[config.mk]
export PLATFORM = sky130hd
export DESIGN_NAME = json_flat_object_parser
export DESIGN_NICKNAME = d
export VERILOG_FILES = /design/src/jfop_pkg.sv /design/src/jfop_front.sv /design/src/jfop_queue.sv /design/src/jfop_back.sv /design/src/json_flat_object_parser.sv
export SDC_FILE = /design/constraint.sdc
export NUM_CORES = 1
export LEC_CHECK = 0
export BUFFER_PORTS_ARGS = -buffer_cell sky130_fd_sc_hd__clkbuf_2
export CORE_UTILIZATION = 31
export CTS_BUF_LIST = sky130_fd_sc_hd__clkbuf_4 sky130_fd_sc_hd__clkbuf_8
export DETAILED_ROUTE_END_ITERATION = 6
export GPL_ROUTABILITY_DRIVEN = 1
export GPL_TIMING_DRIVEN = 0
export PLACE_DENSITY = 0.52
export SYNTH_ARGS = -nofsm -noshare
export SYNTH_HDL_FRONTEND = slang
export SYNTH_SLANG_ARGS = --single-unit
export TNS_END_PERCENT = 5
[constraint.sdc]
create_clock -name clk -period 4.2 [get_ports clk]
set_clock_uncertainty 0.2 [all_clocks]
set_input_delay 0.63 -clock clk [delete_from_list [all_inputs] [get_ports clk]]
set_output_delay 0.63 -clock clk [all_outputs]
set_load 0.03 [all_outputs]
[src/jfop_pkg.sv]
// Shared types, character codes and token/error codes for the flat JSON object parser.
package jfop_pkg;

	localparam int QDEPTH = 4;
	localparam int QAW = $clog2(QDEPTH);
	localparam int QCW = $clog2(QDEPTH + 1);

	localparam logic [7:0] CH_LBRACE = 8'h7B;
	localparam logic [7:0] CH_RBRACE = 8'h7D;
	localparam logic [7:0] CH_COMMA  = 8'h2C;
	localparam logic [7:0] CH_COLON  = 8'h3A;
	localparam logic [7:0] CH_QUOTE  = 8'h22;
	localparam logic [7:0] CH_BSLASH = 8'h5C;
	localparam logic [7:0] CH_SLASH  = 8'h2F;
	localparam logic [7:0] CH_MINUS  = 8'h2D;
	localparam logic [7:0] CH_PLUS   = 8'h2B;
	localparam logic [7:0] CH_POINT  = 8'h2E;
	localparam logic [7:0] CH_ZERO   = 8'h30;
	localparam logic [7:0] CH_NUL    = 8'h00;
	localparam logic [7:0] CH_LO_B   = 8'h62;
	localparam logic [7:0] CH_LO_E   = 8'h65;
	localparam logic [7:0] CH_UP_E   = 8'h45;
	localparam logic [7:0] CH_LO_F   = 8'h66;
	localparam logic [7:0] CH_LO_N   = 8'h6E;
	localparam logic [7:0] CH_LO_R   = 8'h72;
	localparam logic [7:0] CH_LO_T   = 8'h74;
	localparam logic [7:0] CH_LO_U   = 8'h75;
	localparam logic [7:0] CH_BS     = 8'h08;
	localparam logic [7:0] CH_FF     = 8'h0C;
	localparam logic [7:0] CH_LF     = 8'h0A;
	localparam logic [7:0] CH_CR     = 8'h0D;
	localparam logic [7:0] CH_TAB    = 8'h09;
	localparam logic [7:0] CH_SPACE  = 8'h20;

	localparam logic [2:0] HEX_SKIP   = 3'd4;
	localparam logic [2:0] TRUE_SKIP  = 3'd3;
	localparam logic [2:0] FALSE_SKIP = 3'd4;

	typedef enum logic [3:0] {
		TK_NONE      = 4'd0,
		TK_OPEN      = 4'd1,
		TK_KEY_BYTE  = 4'd2,
		TK_KEY_END   = 4'd3,
		TK_STR_BYTE  = 4'd4,
		TK_STR_END   = 4'd5,
		TK_NUM_BYTE  = 4'd6,
		TK_TRUE      = 4'd7,
		TK_FALSE     = 4'd8,
		TK_CLOSE     = 4'd9,
		TK_VAL_START = 4'd10
	} tok_t;

	typedef enum logic [3:0] {
		ER_NONE     = 4'd0,
		ER_OBJECT   = 4'd1,
		ER_VALUE    = 4'd2,
		ER_STRSTART = 4'd3,
		ER_ESCAPE   = 4'd4,
		ER_UNTERM   = 4'd5,
		ER_NUMBER   = 4'd6,
		ER_SEP      = 4'd7,
		ER_EARLY    = 4'd8,
		ER_TRAILING = 4'd9
	} err_t;

	typedef enum logic [3:0] {
		PH_OPEN, PH_MEMBER, PH_KEYSTART, PH_KEY, PH_KEY_ESC, PH_KEY_HEX,
		PH_STR, PH_STR_ESC, PH_STR_HEX, PH_COLON, PH_VALUE, PH_NUMBER,
		PH_BOOL, PH_DONE
	} phase_t;

	typedef enum logic [2:0] {
		NP_EXP_DIG, NP_SIGN, NP_ZERO, NP_INT, NP_POINT, NP_FRAC, NP_E, NP_EXP_SIGN
	} nphase_t;

	typedef enum logic [1:0] {
		NR_TAKE, NR_END, NR_BAD
	} nres_t;

	typedef struct packed {
		logic ws;
		logic dig;
		logic expo;
		logic sign;
	} cls_t;

	typedef struct packed {
		logic [7:0] ch;
		logic       last_byte;
		cls_t       cls;
	} item_t;

endpackage

[src/jfop_front.sv]
// Front end: takes input transfers, classifies each byte and pushes it into the queue.
module jfop_front import jfop_pkg::*; (
	input  logic       in_valid,
	output logic       in_ready,
	input  logic [7:0] ch,
	input  logic       last_byte,
	input  logic       q_full,
	output logic       q_push,
	output item_t      q_item
);

	cls_t cls;

	always_comb begin
		cls.ws   = (ch == CH_SPACE) || (ch >= CH_TAB && ch <= CH_CR);
		cls.dig  = (ch >= CH_ZERO) && (ch <= 8'h39);
		cls.expo = (ch == CH_LO_E) || (ch == CH_UP_E);
		cls.sign = (ch == CH_PLUS) || (ch == CH_MINUS);
	end

	assign in_ready         = !q_full;
	assign q_push           = in_valid && !q_full;
	assign q_item.ch        = ch;
	assign q_item.last_byte = last_byte;
	assign q_item.cls       = cls;

endmodule

[src/jfop_queue.sv]
// Short queue of classified bytes between front and back.
module jfop_queue import jfop_pkg::*; (
	input  logic  clk,
	input  logic  arst_n,
	input  logic  push,
	input  item_t push_item,
	input  logic  pop,
	output item_t head_item,
	output logic  full,
	output logic  not_empty
);

	item_t          mem_q [QDEPTH];
	logic [QAW-1:0] wr_ptr_q;
	logic [QAW-1:0] rd_ptr_q;
	logic [QCW-1:0] cnt_q;

	assign full      = (cnt_q == QCW'(QDEPTH));
	assign not_empty = (cnt_q != '0);
	assign head_item = mem_q[rd_ptr_q];

	always_ff @(posedge clk) begin
		if (push) begin
			mem_q[wr_ptr_q] <= push_item;
		end
	end

	always_ff @(posedge clk or negedge arst_n) begin
		if (!arst_n) begin
			wr_ptr_q <= '0;
			rd_ptr_q <= '0;
			cnt_q    <= '0;
		end else begin
			if (push) begin
				wr_ptr_q <= wr_ptr_q + 1'b1;
			end
			if (pop) begin
				rd_ptr_q <= rd_ptr_q + 1'b1;
			end
			if (push && !pop) begin
				cnt_q <= cnt_q + 1'b1;
			end else if (pop && !push) begin
				cnt_q <= cnt_q - 1'b1;
			end
		end
	end

endmodule

[src/jfop_back.sv]
// Back end: parser state machine and output register.
module jfop_back import jfop_pkg::*; (
	input  logic       clk,
	input  logic       arst_n,
	input  logic       q_not_empty,
	input  item_t      q_item,
	output logic       q_pop,
	output logic       out_valid,
	input  logic       out_ready,
	output logic [3:0] token_kind,
	output logic [7:0] data_byte,
	output logic       number_end,
	output logic [3:0] error_code,
	output logic       doc_done
);

	phase_t     phase_q;
	logic       pair_q;
	logic [2:0] skip_q;
	nphase_t    nph_q;
	err_t       held_q;

	logic       out_valid_q;
	tok_t       kind_q;
	logic [7:0] data_q;
	logic       nend_q;
	err_t       err_q;
	logic       done_q;

	// per-byte step results
	nres_t      nres;
	nphase_t    nph_num;
	phase_t     p_phase;
	logic       p_pair;
	logic [2:0] p_skip;
	nphase_t    p_nph;
	tok_t       p_kind;
	logic [7:0] p_data;
	logic       p_nend;
	err_t       p_err;

	phase_t     phase_d;
	logic       pair_d;
	logic [2:0] skip_d;
	nphase_t    nph_d;
	err_t       held_d;

	tok_t       o_kind;
	logic [7:0] o_data;
	logic       o_nend;
	err_t       o_err;
	logic       o_done;

	logic [7:0] c;
	cls_t       cl;
	logic [2:0] skip_dec;

	assign c        = q_item.ch;
	assign cl       = q_item.cls;
	assign q_pop    = q_not_empty && (!out_valid_q || out_ready);
	assign skip_dec = (skip_q != '0) ? skip_q - 3'd1 : skip_q;

	// number sub-state step
	always_comb begin
		nres    = NR_TAKE;
		nph_num = nph_q;
		unique case (nph_q)
			NP_SIGN: begin
				if (c == CH_ZERO) nph_num = NP_ZERO;
				else if (cl.dig) nph_num = NP_INT;
				else nres = NR_BAD;
			end
			NP_ZERO: begin
				if (c == CH_POINT) nph_num = NP_POINT;
				else if (cl.expo) nph_num = NP_E;
				else nres = NR_END;
			end
			NP_INT: begin
				if (cl.dig) nph_num = NP_INT;
				else if (c == CH_POINT) nph_num = NP_POINT;
				else if (cl.expo) nph_num = NP_E;
				else nres = NR_END;
			end
			NP_POINT: begin
				if (cl.dig) nph_num = NP_FRAC;
				else nres = NR_BAD;
			end
			NP_FRAC: begin
				if (cl.dig) nph_num = NP_FRAC;
				else if (cl.expo) nph_num = NP_E;
				else nres = NR_END;
			end
			NP_E: begin
				if (cl.sign) nph_num = NP_EXP_SIGN;
				else if (cl.dig) nph_num = NP_EXP_DIG;
				else nres = NR_BAD;
			end
			NP_EXP_SIGN: begin
				if (cl.dig) nph_num = NP_EXP_DIG;
				else nres = NR_BAD;
			end
			default: begin
				if (!cl.dig) nres = NR_END;
			end
		endcase
	end

	// one parser step on the head byte, before error hold and end-of-document handling
	always_comb begin
		phase_t run_ph;
		logic   pair_e;
		logic   key;
		p_phase = phase_q;
		p_pair  = pair_q;
		p_skip  = skip_q;
		p_nph   = nph_q;
		p_kind  = TK_NONE;
		p_data  = '0;
		p_nend  = 1'b0;
		p_err   = ER_NONE;
		run_ph  = phase_q;
		pair_e  = pair_q;
		key     = (phase_q == PH_KEY) || (phase_q == PH_KEY_ESC) || (phase_q == PH_KEY_HEX);
		if (phase_q == PH_NUMBER && nres != NR_END) begin
			if (nres == NR_TAKE) begin
				p_kind = TK_NUM_BYTE;
				p_data = c;
				p_nph  = nph_num;
			end else begin
				p_err = ER_NUMBER;
			end
		end else begin
			if (phase_q == PH_NUMBER) begin
				// the byte closes the number and is then parsed as a member separator
				p_nend  = 1'b1;
				run_ph  = PH_MEMBER;
				pair_e  = 1'b1;
				p_phase = PH_MEMBER;
				p_pair  = 1'b1;
			end
			unique case (run_ph)
				PH_OPEN: begin
					if (!cl.ws) begin
						if (c != CH_LBRACE) p_err = ER_OBJECT;
						else begin
							p_kind  = TK_OPEN;
							p_phase = PH_MEMBER;
						end
					end
				end
				PH_MEMBER: begin
					if (!cl.ws) begin
						if (c == CH_RBRACE) begin
							p_kind  = TK_CLOSE;
							p_phase = PH_DONE;
						end else if (pair_e) begin
							if (c != CH_COMMA) p_err = ER_SEP;
							else p_phase = PH_KEYSTART;
						end else if (c != CH_QUOTE) begin
							p_err = ER_STRSTART;
						end else begin
							p_phase = PH_KEY;
						end
					end
				end
				PH_KEYSTART: begin
					if (!cl.ws) begin
						if (c != CH_QUOTE) p_err = ER_STRSTART;
						else p_phase = PH_KEY;
					end
				end
				PH_KEY, PH_STR: begin
					if (c == CH_QUOTE) begin
						p_kind  = key ? TK_KEY_END : TK_STR_END;
						p_phase = key ? PH_COLON : PH_MEMBER;
						if (!key) p_pair = 1'b1;
					end else if (c == CH_BSLASH) begin
						p_phase = key ? PH_KEY_ESC : PH_STR_ESC;
					end else if (c == CH_NUL) begin
						p_err = ER_UNTERM;
					end else begin
						p_kind = key ? TK_KEY_BYTE : TK_STR_BYTE;
						p_data = c;
					end
				end
				PH_KEY_ESC, PH_STR_ESC: begin
					p_kind  = key ? TK_KEY_BYTE : TK_STR_BYTE;
					p_phase = key ? PH_KEY : PH_STR;
					unique case (c)
						CH_QUOTE:  p_data = CH_QUOTE;
						CH_BSLASH: p_data = CH_BSLASH;
						CH_SLASH:  p_data = CH_SLASH;
						CH_LO_B:   p_data = CH_BS;
						CH_LO_F:   p_data = CH_FF;
						CH_LO_N:   p_data = CH_LF;
						CH_LO_R:   p_data = CH_CR;
						CH_LO_T:   p_data = CH_TAB;
						CH_LO_U: begin
							p_kind  = TK_NONE;
							p_skip  = HEX_SKIP;
							p_phase = key ? PH_KEY_HEX : PH_STR_HEX;
						end
						default: begin
							p_kind  = TK_NONE;
							p_phase = phase_q;
							p_err   = ER_ESCAPE;
						end
					endcase
				end
				PH_KEY_HEX, PH_STR_HEX: begin
					p_skip = skip_dec;
					if (skip_dec == '0) p_phase = key ? PH_KEY : PH_STR;
				end
				PH_COLON: begin
					if (!cl.ws) begin
						if (c != CH_COLON) p_err = ER_SEP;
						else p_phase = PH_VALUE;
					end
				end
				PH_VALUE: begin
					if (!cl.ws) begin
						if (c == CH_QUOTE) begin
							p_kind  = TK_VAL_START;
							p_phase = PH_STR;
						end else if (c == CH_MINUS || cl.dig) begin
							p_nph   = (c == CH_MINUS) ? NP_SIGN :
								(c == CH_ZERO) ? NP_ZERO : NP_INT;
							p_kind  = TK_NUM_BYTE;
							p_data  = c;
							p_phase = PH_NUMBER;
						end else if (c == CH_POINT || cl.expo) begin
							p_err = ER_NUMBER;
						end else if (c == CH_LO_T) begin
							p_kind  = TK_TRUE;
							p_skip  = TRUE_SKIP;
							p_phase = PH_BOOL;
						end else if (c == CH_LO_F) begin
							p_kind  = TK_FALSE;
							p_skip  = FALSE_SKIP;
							p_phase = PH_BOOL;
						end else begin
							p_err = ER_VALUE;
						end
					end
				end
				PH_BOOL: begin
					p_skip = skip_dec;
					if (skip_dec == '0) begin
						p_phase = PH_MEMBER;
						p_pair  = 1'b1;
					end
				end
				PH_DONE: begin
					if (!cl.ws) p_err = ER_TRAILING;
				end
				default: p_err = ER_OBJECT;
			endcase
		end
	end

	// next state
	always_comb begin
		phase_d = phase_q;
		pair_d  = pair_q;
		skip_d  = skip_q;
		nph_d   = nph_q;
		held_d  = held_q;
		if (q_item.last_byte) begin
			phase_d = PH_OPEN;
			pair_d  = 1'b0;
			skip_d  = '0;
			nph_d   = NP_EXP_DIG;
			held_d  = ER_NONE;
		end else if (held_q == ER_NONE) begin
			phase_d = p_phase;
			pair_d  = p_pair;
			skip_d  = p_skip;
			nph_d   = p_nph;
			held_d  = p_err;
		end
	end

	// step outputs
	always_comb begin
		if (held_q != ER_NONE) begin
			o_kind = TK_NONE;
			o_data = '0;
			o_nend = 1'b0;
			o_err  = held_q;
		end else begin
			o_kind = (p_err != ER_NONE) ? TK_NONE : p_kind;
			o_data = (p_err != ER_NONE) ? 8'h00 : p_data;
			o_nend = p_nend;
			o_err  = p_err;
		end
		o_done = 1'b0;
		if (q_item.last_byte) begin
			if (o_err == ER_NONE && p_phase != PH_DONE) o_err = ER_EARLY;
			o_done = (o_err == ER_NONE);
		end
	end

	always_ff @(posedge clk or negedge arst_n) begin
		if (!arst_n) begin
			phase_q     <= PH_OPEN;
			pair_q      <= 1'b0;
			skip_q      <= '0;
			nph_q       <= NP_EXP_DIG;
			held_q      <= ER_NONE;
			out_valid_q <= 1'b0;
		end else begin
			if (q_pop) begin
				phase_q <= phase_d;
				pair_q  <= pair_d;
				skip_q  <= skip_d;
				nph_q   <= nph_d;
				held_q  <= held_d;
			end
			if (q_pop) out_valid_q <= 1'b1;
			else if (out_ready) out_valid_q <= 1'b0;
		end
	end

	always_ff @(posedge clk) begin
		if (q_pop) begin
			kind_q <= o_kind;
			data_q <= o_data;
			nend_q <= o_nend;
			err_q  <= o_err;
			done_q <= o_done;
		end
	end

	assign out_valid  = out_valid_q;
	assign token_kind = kind_q;
	assign data_byte  = data_q;
	assign number_end = nend_q;
	assign error_code = err_q;
	assign doc_done   = done_q;

endmodule

[src/json_flat_object_parser.sv]
// Path: a byte transferred in is written into the queue and then popped by the back end into
// the output register. Throughput: one byte per clock while out_ready holds; the parser state
// register closes its loop, and a four-entry queue lets the input run while the output stalls.
// Reset: arst_n clears the queue, the output valid flag and the parser to "expect open brace".
// The parser also returns to that state after each byte marked last_byte.
module json_flat_object_parser import jfop_pkg::*; (
	input  logic       clk,
	input  logic       arst_n,
	input  logic       in_valid,
	output logic       in_ready,
	input  logic [7:0] ch,
	input  logic       last_byte,
	output logic       out_valid,
	input  logic       out_ready,
	output logic [3:0] token_kind,
	output logic [7:0] data_byte,
	output logic       number_end,
	output logic [3:0] error_code,
	output logic       doc_done
);

	logic  q_full;
	logic  q_push;
	logic  q_pop;
	logic  q_not_empty;
	item_t push_item;
	item_t head_item;

	jfop_front u_front (
		.in_valid  (in_valid),
		.in_ready  (in_ready),
		.ch        (ch),
		.last_byte (last_byte),
		.q_full    (q_full),
		.q_push    (q_push),
		.q_item    (push_item)
	);

	jfop_queue u_queue (
		.clk       (clk),
		.arst_n    (arst_n),
		.push      (q_push),
		.push_item (push_item),
		.pop       (q_pop),
		.head_item (head_item),
		.full      (q_full),
		.not_empty (q_not_empty)
	);

	jfop_back u_back (
		.clk         (clk),
		.arst_n      (arst_n),
		.q_not_empty (q_not_empty),
		.q_item      (head_item),
		.q_pop       (q_pop),
		.out_valid   (out_valid),
		.out_ready   (out_ready),
		.token_kind  (token_kind),
		.data_byte   (data_byte),
		.number_end  (number_end),
		.error_code  (error_code),
		.doc_done    (doc_done)
	);

endmodule

# == After elaboration in Yosys (flattened, before gate mapping) ==
# Memory sizes are Yosys's and may differ from the RTL's.
# Cells that the tools add are included.
# word_totals
register_bits,41
n_memories,1
ramBits,52
in_bits,13
output_inout_bits,20
# op_classes
eq_ne,61
addsub,5
reduce_logical,50
order_cmp,4
n_mux,147
# mem_list
memory,depth,width,read_ports,rd_clocked_by_memory_dff,wr,line_no,text
u_queue.mem_q,4,13,1,0,1,jfop_queue.sv:13,item_t mem_q [QDEPTH];
# ops
cell,n
$mux W4,62
$mux W3,40
$eq A8 B7 Y1 const B,10
$pmux W4 S9,2
$eq A8 B6 Y1 const B,8
$mux W8,8
$pmux W7 S8,1
$eq A4 B3 Y1 const B,6
$eq A4 B4 Y1 const B,6
$ne A8 B6 Y1 const B,3
$pmux W8 S3,1
$pmux W3 S7,1
$pmux W4 S5,1
$reduce_and A10 Y1,2
$mux W1,18
$mux W2,9
$ne A3 B3 Y1 const B,6
$logic_not A4 Y1,4
$eq A3 B3 Y1 const B,5
$eq A4 B2 Y1 const B,3
$pmux W2 S6,1
$reduce_bool A3 Y1,4
$reduce_bool A4 Y1,3
$reduce_or A2 Y1,6
other kinds (34),57

# == Logic depth before layout (Yosys ltp) ==
# An unclocked memory read counts as a cell.
# logic_depth
word_depth,19
ltp_mapped,13
ltp_nobuf,11

# == Modules after synthesis ==
# From an unflattened synthesis, not the netlist that was laid out.
# hier_totals
hier_cells,523
area_unflattened_um2,5549.1
# by_module_without_submodules
mod,area_per_inst_um2,n_inst,cells_each
jfop_back,3062.9,1,394
jfop_queue,2301.0,1,102
jfop_front,185.2,1,27

# == Worst setup path after synthesis ==
# Ideal clock, no wire load.
# synth_path
kind,flip-flop to flip-flop
start,reg u_queue.rd_ptr_q[0]
end,reg u_back.kind_q[1] (netlist: u_back.token_kind[1]) (data pin)
synth_period_minus_slack_ns,3.456
t_arrival_ns,3.104
path_stages_with_launch,13
slack_ns,0.744
path_buffers,4
t_required_ns,3.848
cell_sequence,dfrtp_1 buf_6 buf_8 mux4_2 buf_6 nor4b_4 o21ai_2 and3_1 or4_4 o31ai_4 nand3_2 buf_6 a31oi_1
# synth_via
elab_chain_cells,12
word_cells_on_any_way,74
cone_classes,eq/ne: 18; mux: 46; reduce/logical: 9; memory: 1
# synth_lines
item,line_no,text
start: declaration,jfop_queue.sv:15,logic [QAW-1:0] rd_ptr_q;
start signal: assignment,jfop_queue.sv:38,rd_ptr_q <= rd_ptr_q + 1'b1;
$mem_v2 Z4 W13 (*),-,
$eq A8 B7 Y1,"jfop_back.sv:189, jfop_back.sv:237",
$mux W2,jfop_back.sv:237,end else if (c == CH_LO_F) begin
$mux W4,jfop_back.sv:233,end else if (c == CH_LO_T) begin
$mux W4,jfop_back.sv:231,end else if (c == CH_POINT || cl.expo) begin
$mux W4,jfop_back.sv:225,end else if (c == CH_MINUS || cl.dig) begin
$mux W4,jfop_back.sv:222,if (c == CH_QUOTE) begin
$mux W4,jfop_back.sv:221,if (!cl.ws) begin
$pmux W4 S9,jfop_back.sv:141,unique case (run_ph)
$mux W4,jfop_back.sv:124,if (phase_q == PH_NUMBER && nres != NR_END) begin
$reduce_bool A4 Y1,jfop_back.sv:291,o_kind = (p_err != ER_NONE) ? TK_NONE : p_kind;
$reduce_or A2 Y1 (no line),-,
end signal: assignment,jfop_back.sv:326,kind_q <= o_kind;
end: declaration,jfop_back.sv:24,tok_t kind_q;
# Mark *: on every way between the ends. The rest lies on a longest branch, timed or not.
# A chain may end at the register's enable or synchronous reset.

# == Worst setup path after layout ==
# layout_path
start,reg u_queue.rd_ptr_q[0]
end,reg u_back.err_q[3] (netlist: u_back.error_code[3]) (data pin)
# layout_via
elab_chain_cells,16
word_cells_on_any_way,87
cone_classes,eq/ne: 19; mux: 58; reduce/logical: 9; memory: 1
# layout_lines
item,line_no,text
$mem_v2 Z4 W13 (*),-,
$eq A8 B7 Y1,"jfop_back.sv:189, jfop_back.sv:237",
$mux W2,jfop_back.sv:237,
$mux W4,jfop_back.sv:233,
$mux W4,jfop_back.sv:231,
$mux W4,jfop_back.sv:225,
$mux W4,jfop_back.sv:222,
$mux W4,jfop_back.sv:221,
$pmux W4 S9,jfop_back.sv:141,
$mux W4,jfop_back.sv:124,
$mux W4,jfop_back.sv:285,if (held_q != ER_NONE) begin
$logic_not A4 Y1,jfop_back.sv:298,if (o_err == ER_NONE && p_phase != PH_DONE) o_err = ER_EARLY;
$logic_and A1 B1 Y1,jfop_back.sv:298,
$mux W4,jfop_back.sv:298,
$mux W4,jfop_back.sv:297,if (q_item.last_byte) begin
$mux W4 (*),jfop_back.sv:297,
named net u_back.o_err[3],jfop_back.sv:51,err_t o_err;
end signal: assignment,jfop_back.sv:329,err_q <= o_err;
end: declaration,jfop_back.sv:27,err_t err_q;
# The timed path passes the listed nets; every way through them passes the cells marked *. The select of a mux whose other input is x is not followed.

==> flow_summary.ini <==
[synthesis]
synth_fp_nets = 580
netlist_instances = 558
ys_types = 87
ys_seq_area_share_pct = 46.3
avgSynthCellArea_um2 = 10.4
synth-seq-cells = 93
synth-async-reset-ratio_pct = 24.7
ys.flop_type = edfxtp_1
synth_area_um2 = 5780
synth_edf_count = 70
yosysWarnings = 0

[job]
maxCapViolations = 0

[route]
drtIter0Drc = 403
post_drt_wl_per_cell_um = 19.4
drc_errors = 5
wirelength_mm = 16.2
vias = 4780
first_pass_iters = 7
antenna_left = 0
routed_via_density = 5.72

[place]
placed_cell_area_um2 = 6230
dp_slack_ns = -0.0642
portBuffers = 32
finalWeightedCongestion = 0.897
dpl.cell_count = 819
place_hpwl_mm = 12.0

[final_layout]
regArea_um2 = 2680
diodes = 0
nets = 623
fillers = 1841
multi_input_area_um2 = 2900
drive_gt1_share_pct = 15.8
fin_area_um2 = 6450
areaGrowthSynthToFinish_pct = 11.6
instances_no_fill = 835

[timing]
tightest_slew_ns = 0.958
drv_slew = 0
rsz0062_at_grt = false
setup_slack_ns = 0.145
finalHoldViolations = 0
slew-limit-headroom_pct = 36.0
period_needed_ns = 4.06
setup_violations = 0
max_freq_mhz = 247
fin_crit_sh_pct = 96.5

[die]
core_um2 = 18100
placementRows = 49
boundaryPins = 33
die_h_um = 139
die_w_um = 139
initial_core_util_pct = 31.9
die_area_um2 = 19200

[clock_network]
root_buffer = clkbuf_8
clkTransAtPathRegs_ns = 0.11
cts_sinks = 93
clock_path_buffers = 2
cts_made_buffers = 9
cts_tree = built
clock_latency_ns = 0.39
htree_num_levels = 3

[setup_path]
path_class = reg2reg
cp.required_ns = 4.24
crit_path_end_kind = flop
worstPathArrival_ns = 4.10
start_kind = flop
crit_path_max_fanout = 10

[power_and_ir_drop]
sw_frac_of_total_pct = 44.4
seqPwrFrac_pct = 34.4
p_int_mw = 2.09
switching_power_mw = 1.67
p_per_area_nw_per_um2 = 583
combPwrFrac_pct = 49.5
clkPwrFrac_pct = 16.2
p_leak_nw = 2.30
ir_drop_mv = 0.323

[global_routing]
track_usage_pct = 17.2
grt_pass1_vias = 4613
gr-total-overflow = 0
antenna_found_initial = 0
grt_max_degree = 24
grt_pass1_wl_mm = 25.4

[run_status]
status = finished with violations
violations = design-rule violations

[worst_hold_path]
hold_path_class = in2async
-- cells by family (layout without fill, tap and decap cells) --
| group | count (synthesis) | in the layout | share of synthesized area [%] |
|---|---|---|---|
| multiplexers | 19 | 19 | 6.49 |
| AND/OR/NAND/NOR | 226 | 226 | 21.5 |
| XOR/XNOR | 12 | 12 | 1.82 |
| AO/OA/AOI/OAI | 149 | 149 | 17.7 |
| buffers and inverters | 49 | 97 | 3.92 |
| adder cells (fa/ha/maj) | 10 | 10 | 2.25 |
| flip-flops | 93 | 93 | 46.3 |
-- cell type report --
class	count	area share, %
inverters	16	0.931
flip-flops and latches	93	41.5
clock inverters	7	1.07
multi-input cells	416	44.9
well taps	229	4.44
repair buffers	35	2.83
clock buffers	9	1.92
plain buffers	30	2.40
-- flip-flops by register name (all words and copies together), names as in the netlist --
register and cells:
u_back.doc_done 1, u_back.out_valid 1, u_back.held_q 4, u_back.pair_q 1, u_back.nph_q 3, u_back.phase_q 4
u_back.token_kind 4, u_queue.rd_ptr_q 2, u_back.skip_q 3, u_back.data_byte 8, u_queue.cnt_q 3, u_back.number_end 1
u_back.error_code 4, u_queue.wr_ptr_q 2, u_queue.mem_q 52
-- worst max-delay path, stage by stage (launching register included) --
cell       delay [ns]
dfrtp_1          0.36
buf_6            0.17
mux4_2           0.52
buf_2            0.21
or4b_1           0.71
nor2_2           0.40
o311ai_0         0.20
a211o_1          0.29
nor3_1           0.45
or3b_1           0.22
a2bb2oi_1        0.17
-- metrics by stage --
| step | hold slack [ns] | power, mW | utilization (%) | setup TNS (ns) |
|---|---|---|---|---|
| final | 0.0353 | 3.76 | 35.6 | 0 |
| after global routing | 0.0704 | 3.99 | 35.6 | 0 |
| after floorplan | 0.134 | 2.63 | - | 0 |
| after CTS | 0.0462 | 3.76 | 35.4 | 0 |
| after global placement | 0.280 | 3.11 | 34.3 | -0.0511 |
| after detailed placement | 0.289 | 3.14 | 34.3 | -0.136 |
-- routing by layer --
layer / GRT usage, % / share of wire (%) / routed length, um
met1: 21.8 / 43 / 6970
met2: 28.9 / 48 / 7810
met3: 3.80 / 6.0 / 979
met4: 6.33 / 2.8 / 448
met5: 0 / 0 / 0
-- power by group through the flow --
stage,sequential (mW),clock [mW],combinational (mW)
floorplan,1.38,0,1.25
global route,1.32,0.661,2.01
CTS,1.30,0.629,1.83
detailed placement,1.30,0,1.84
global placement,1.29,0,1.81
finish,1.29,0.607,1.86
-- cells in the mapped netlist, types with 7 or more instances --
library cell	number	area, um^2
edfxtp_1	70	2100
nand2_1	53	199
nor2_1	48	180
o21ai_0	34	170
a21oi_1	31	155
clkbuf_1	23	86.3
dfrtp_1	23	576
nor3_1	18	90.1
inv_1	15	56.3
nand3_1	14	70.1
and2_1	11	68.8
nor2b_1	9	56.3
and3_1	8	50.1
ha_1	8	100
mux4_1	8	210
nor4_1	8	50.1
o211ai_1	8	60.1
nand2b_1	7	43.8
xor2_1	7	61.3
-- worst paths after layout --
kind                                      from  cells after the start                    to  slack, ns
min                                     arst_n                      1     u_back.phase_q[3]       0.04
max reg2reg                u_queue.rd_ptr_q[0]                     10  u_back.error_code[3]       0.14
min reg2reg                   u_queue.cnt_q[2]                      1      u_queue.cnt_q[2]       0.30
max                        u_queue.rd_ptr_q[0]                     10  u_back.error_code[3]       0.14
max in group asynchronous               arst_n                      1   u_queue.rd_ptr_q[0]       3.34
min in group clk                     last_byte                      1   u_queue.mem_q[0][4]       0.28
-- cells in the final DEF (no fill, tap or decap), types with 4 or more instances in the layout --
cell type,n
a22o_1,6
nand3b_1,4
nor4_1,7
mux4_1,8
o211ai_1,8
mux4_2,4
a21o_1,6
a31oi_1,6
and3_1,8
clkbuf_1,20
buf_2,4
nor2_1,47
a21oi_1,31
and2_1,11
clkbuf_8,9
o21bai_1,6
buf_4,4
dfrtp_1,23
xor2_1,7
nand4b_1,5
nor2b_1,9
ha_1,8
o21a_1,5
o21ai_0,34
inv_1,15
nand2b_1,7
nand3_1,14
nand2_1,53
mux2_2,4
edfxtp_1,70
xnor2_1,5
clkbuf_2,32
nor3_1,17
nor4bb_1,4
nand4_1,5
-- timing repair --
item	4_1_cts	5_1_grt
hold buffers	0	0
setup endpoints to repair	5	11
gates resized for setup	1	3
pin swaps	0	1
setup buffers	0	3
No activity file was read; power rests on OpenSTA's default activity.
